--- config.mk ---
export PLATFORM = sky130hd
export DESIGN_NAME = lopa_ctrl
export DESIGN_NICKNAME = d
export VERILOG_FILES = /design/src/sv/lopa_pkg.sv /design/src/sv/lopa_ctrl.sv
export SDC_FILE = /design/constraint.sdc
export NUM_CORES = 1
export LEC_CHECK = 0
export BUFFER_PORTS_ARGS = -buffer_cell sky130_fd_sc_hd__buf_2
export CORE_AREA = 2 2 39 41
export DETAILED_ROUTE_END_ITERATION = 12
export DIE_AREA = 0 0 41 43
export GPL_ROUTABILITY_DRIVEN = 0
export PLACE_DENSITY_LB_ADDON = 0.25
export SETUP_SLACK_MARGIN = 0.05
export SLEW_MARGIN = 25
export SYNTH_ARGS = -nofsm -noshare
export SYNTH_HDL_FRONTEND = slang
export SYNTH_SLANG_ARGS = --single-unit
export TNS_END_PERCENT = 100
--- constraint.sdc ---
create_clock -name clk_i -period 3.1 [get_ports clk_i]
set_input_delay 0.31 -clock clk_i [delete_from_list [all_inputs] [get_ports clk_i]]
set_output_delay 0.31 -clock clk_i [all_outputs]
set_load 0.01 [all_outputs]
--- src/sv/lopa_pkg.sv ---
`default_nettype none
package lopa_pkg;

  localparam int unsigned MAX_OBJECTS      = 256;
  localparam int unsigned HEADER_BYTES     = 64;
  localparam int unsigned MIN_ALIGN_BYTES  = 8;
  localparam int unsigned MIN_OBJECT_BYTES = 16;
  localparam int unsigned BATCH_MAX        = 16;
  localparam int unsigned MAX_ALIGN_LOG2   = 12;

  localparam int unsigned STACK_AW = $clog2(MAX_OBJECTS);
  localparam int unsigned COUNT_W  = $clog2(MAX_OBJECTS + 1);
  localparam int unsigned ALIGN_W  = MAX_ALIGN_LOG2 + 1;
  localparam int unsigned ALEN_W   = 17;
  localparam int unsigned BATCH_W  = 5;

  typedef enum logic [1:0] {
    REQ_INIT   = 2'd0,
    REQ_TAKE   = 2'd1,
    REQ_RETURN = 2'd2,
    REQ_BATCH  = 2'd3
  } req_e;

  typedef enum logic [1:0] {
    ST_OK      = 2'd0,
    ST_NOMEM   = 2'd1,
    ST_NOSPACE = 2'd2,
    ST_FULL    = 2'd3
  } status_e;

  typedef enum logic [1:0] {
    REG_POOL_BASE   = 2'd0,
    REG_POOL_LENGTH = 2'd1,
    REG_OBJ_LENGTH  = 2'd2,
    REG_ALIGN_LOG2  = 2'd3
  } cfg_reg_e;

  typedef enum logic [1:0] {
    S_IDLE,
    S_PREP,
    S_LOOP,
    S_EMIT
  } state_e;

  typedef struct packed {
    logic [31:0] pool_base;
    logic [31:0] pool_length;
    logic [15:0] object_length;
    logic [3:0]  align_log2;
  } cfg_t;

  typedef struct packed {
    logic    pop;
    logic    push;
    logic    load_rem;
    logic    res_load;
    status_e res_status;
    logic    res_mem;
    logic    res_batch;
    logic    init_prep;
    logic    init_step;
    logic    init_done;
    logic    emit;
  } cmd_t;

  typedef struct packed {
    logic take_ok;
    logic batch_ok;
    logic ret_zero;
    logic ret_full;
    logic init_bad;
    logic init_fits;
    logic more;
  } sts_t;

endpackage
`default_nettype wire

--- src/sv/lopa_ctrl.sv ---
`default_nettype none
module lopa_ctrl (
  input  wire               clk_i,
  input  wire               rst_ni,
  input  wire               start,
  input  wire [1:0]         req_type_i,
  input  lopa_pkg::sts_t    sts_i,
  output lopa_pkg::cmd_t    cmd_o,
  output logic              busy
);
  import lopa_pkg::*;

  state_e state_q, state_d;

  always_ff @(posedge clk_i or negedge rst_ni) begin
    if (!rst_ni) begin
      state_q <= S_IDLE;
    end else begin
      state_q <= state_d;
    end
  end

  always_comb begin
    state_d = state_q;
    cmd_o   = '0;
    cmd_o.res_status = ST_OK;
    case (state_q)
      S_IDLE: begin
        if (start) begin
          state_d        = S_EMIT;
          cmd_o.res_load = 1'b1;
          case (req_e'(req_type_i))
            REQ_INIT: begin
              if (sts_i.init_bad) begin
                cmd_o.res_status = ST_NOSPACE;
              end else begin
                cmd_o.res_load  = 1'b0;
                cmd_o.init_prep = 1'b1;
                state_d         = S_PREP;
              end
            end
            REQ_TAKE: begin
              if (sts_i.take_ok) begin
                cmd_o.pop     = 1'b1;
                cmd_o.res_mem = 1'b1;
              end else begin
                cmd_o.res_status = ST_NOMEM;
              end
            end
            REQ_RETURN: begin
              if (sts_i.ret_zero) begin
                cmd_o.res_status = ST_OK;
              end else if (sts_i.ret_full) begin
                cmd_o.res_status = ST_FULL;
              end else begin
                cmd_o.push = 1'b1;
              end
            end
            REQ_BATCH: begin
              cmd_o.load_rem = 1'b1;
              if (sts_i.batch_ok) begin
                cmd_o.pop       = 1'b1;
                cmd_o.res_mem   = 1'b1;
                cmd_o.res_batch = 1'b1;
              end else begin
                cmd_o.res_status = ST_NOMEM;
              end
            end
            default: begin
              cmd_o.res_status = ST_NOMEM;
            end
          endcase
        end
      end
      S_PREP: begin
        state_d = S_LOOP;
      end
      S_LOOP: begin
        if (sts_i.init_fits) begin
          cmd_o.init_step = 1'b1;
        end else begin
          cmd_o.init_done = 1'b1;
          cmd_o.res_load  = 1'b1;
          state_d         = S_EMIT;
        end
      end
      S_EMIT: begin
        cmd_o.emit = 1'b1;
        // A batch keeps popping while objects are wanted and left.
        if (sts_i.more) begin
          cmd_o.pop = 1'b1;
        end else begin
          state_d = S_IDLE;
        end
      end
      default: begin
        state_d = S_IDLE;
      end
    endcase
  end

  assign busy = (state_q != S_IDLE);

endmodule
`default_nettype wire

==> impl_metrics.csv <==
group,metric,value,unit
logic_synthesis,synth_top_area_cell,"dfrtp_1",
drt,routed_wl,734,µm
finish,area_growth,57.0,%
floorplanning,die_h,43,µm
sta,tightest_slew,0.207,ns
logic_synthesis,syn_nets,52,
finish,fillers,160,
finish,most-common-layout-cells,"buf_2, inv_1, nand2_1",
cts,cts_buffer_depth,2,
critical_path,crit_type,"register to primary output",
power,powerDensity,673,nW/µm²
drt,drt_iter0_drc,0,
drt,first_pass_iters,1,
critical_path,r2r-end,"state_q[1]",
critical_path,path_max_fanout,5,
logic_synthesis,yosys_warnings,0,
power,pwr-share-seq,0.157,
power,p_sw,140,µW
cts,insertion_delay,0.22,ns
power,vdd_drop_max,292,µV
logic_synthesis,synth_top_cell_area_share,0.165,
sta,rsz0062_at_grt,"false",
sta,fmax,533,MHz
logic_synthesis,netlist_instances,37,
finish,num_antenna_cells,0,
drt,drc_errors,0,
cts,htree_levels,1,
critical_path,worstPathCellList,"inv_1, ha_1, and2_2, and3_2, and2_1, buf_2",
global_route,grt_pass1_vias,298,
critical_path,worstSetupStartpointType,"register",
finish,finalNonFillerCells,81,
finish,drive_gt1_frac,0.554,
sta,fin_crit,1.88,ns
cts,path_clk_slew,0.03,ns
floorplanning,die_x,41,µm
logic_synthesis,yosys-top-cells-area,"dfrtp_1, ha_1, inv_1, mux2i_1, nand3b_4",
power,internal-power,180,µW
critical_path,r2r_slack,1.68,ns
logic_synthesis,synth.avg_cell_area,8.18,µm²
global_route,top_usage_layer,"met2",
sta,finalHoldViolations,0,
floorplanning,num_rows,14,
cts,cts_root_buf,"clkbuf_4",
global_route,antenna_found_initial,0,
power,power_frac_comb,0.665,
global_route,gr-usage-met3,0.0314,
critical_path,reg2regPathDepth,5,
cts,postCtsHoldBufs,1,
drt,wl_per_cell,9.06,µm
cts,numCtsBuffers,3,
critical_path,crit_arrival,1.57,ns
run_status,status,"finished clean",
floorplanning,start_util,0.219,
power,p_leak,0.293,nW
global_route,grt_pass1_wl,1030,µm
power,pwr-share-clk,0.178,
global_route,grt_overflow,0,
cts,cts_resized,0,
placement,dp_cells,77,
cts,cts.sinks,2,
drt,drt-vias-per-instance,4.38,
run,max_cap_viol_count,0,
critical_path,critPathMaxStageDelay,0.37,ns
floorplanning,dieArea,1760,µm²
critical_path,end_kind,"primary output",
global_route,use_met2,0.138,
global_route,grt_usage,0.0924,
floorplanning,core,1380,µm²
logic_synthesis,syn_area,303,µm²
critical_path,cpMaxStageDelayCell,"dfrtp_1",
finish,final_common_cell,"buf_2",
global_route,grt_max_degree,8,
cts,post_cts_buffers,0,
finish,nets,82,
worst_hold_path,hp-class,"input pin to asynchronous set/reset pin",
power,p_sw_frac,0.437,
sta,maxSlewHeadroom,0.858,
drt,vias,355,
floorplanning,ioPinCount,25,
placement,io_buffers,24,
logic_synthesis,ys_seq_elements,2,
drt,postRouteAntennaNets,0,
finish,largest_register_ffs,2,
critical_path,reg2reg_from,"state_q[0]",
sta,fin_crit_sh,0.605,
logic_synthesis,synth-seq-area-share,0.165,
sta,finalSetupViolCount,0,
sta,setup_tns,0,ns
sta,fin_skew,0.000980,ns
logic_synthesis,yosys.cell_types.count,21,
global_route,grtUsageMet1,0.0868,
critical_path,crit_required,2.79,ns
cts,cts_tree,"built",
finish,regMostFlops,"state_q",
finish,largestRegisters,"state_q x2",
sta,drv_slew,0,
[critical path: cells and delay by family (launching register included)]
family,cells,cell delay [ns]
adders and majority gates,1,0.21
and+or+nand+nor,3,0.58
DFF,1,0.37
buffers and inverters,2,0.18
[worst max-delay path by stage]
stage	start	to	slack, ns
after floorplan	state_q[0]	cmd_o[10]	1.54
after global placement	state_q[1]	cmd_o[4]	1.46
after detailed placement	state_q[1]	cmd_o[4]	1.44
after CTS	state_q[1]	cmd_o[4]	1.19
after global routing	state_q[1]	cmd_o[4]	1.10
final	state_q[1]	cmd_o[4]	1.22
[cells in the mapped netlist]
master / number
inv_1: 6
nand2_1: 4
ha_1: 3
nor2_1: 3
a21oi_1: 2
and2_2: 2
dfrtp_1: 2
mux2i_1: 2
a21oi_2: 1
a32oi_1: 1
and2_1: 1
and3_2: 1
and4bb_2: 1
mux2_2: 1
nand3b_4: 1
nor2b_1: 1
nor3_1: 1
nor3_2: 1
nor4_1: 1
o211ai_2: 1
o22ai_1: 1
[layer usage]
layer,vias to the layer above,share of wire
met5,-,0
met4,0,0
met3,0,0.10
met2,17,0.48
met1,151,0.42
li1,187,-
[area by class of cell]
class	instances	area, µm²	share of cell area
multi-input cells	29	230	0.484
repair buffers	25	130	0.274
flip-flops and latches	2	50.0	0.105
clock buffers	3	22.5	0.0474
inverters	6	22.5	0.0474
well taps	16	20.0	0.0421
[cell families after synthesis]
| family | after synthesis | synth area share |
|---|---|---|
| flops | 2 | 0.165 |
| compound gates | 6 | 0.153 |
| simple gates | 17 | 0.380 |
| fa+ha+maj | 3 | 0.124 |
| mux | 3 | 0.103 |
| buf+inv | 6 | 0.0744 |
[metrics by stage]
stage | hold slack (ns) | area (µm²) | worst slack, ns | total power, mW | utilization
floorplan | 0.0144 | 303 | 1.54 | 0.200 | -
global placement | 0.0968 | 443 | 1.46 | 0.269 | 0.320
detailed placement | 0.0973 | 443 | 1.44 | 0.268 | 0.320
CTS | 0.386 | 475 | 1.19 | 0.332 | 0.344
global route | 0.401 | 475 | 1.10 | 0.358 | 0.344
finish | 0.400 | 475 | 1.22 | 0.320 | 0.344
[power groups by stage]
stage / clock network [mW] / registers, mW / logic, mW
2_1_floorplan: 0 / 0.0491 / 0.151
5_1_grt: 0.0654 / 0.0525 / 0.240
4_1_cts: 0.0622 / 0.0505 / 0.219
3_5_place_dp: 0 / 0.0508 / 0.217
6_report: 0.0569 / 0.0502 / 0.213
3_3_place_gp: 0 / 0.0506 / 0.218
Note: power is estimated with default switching activity, not from simulation.
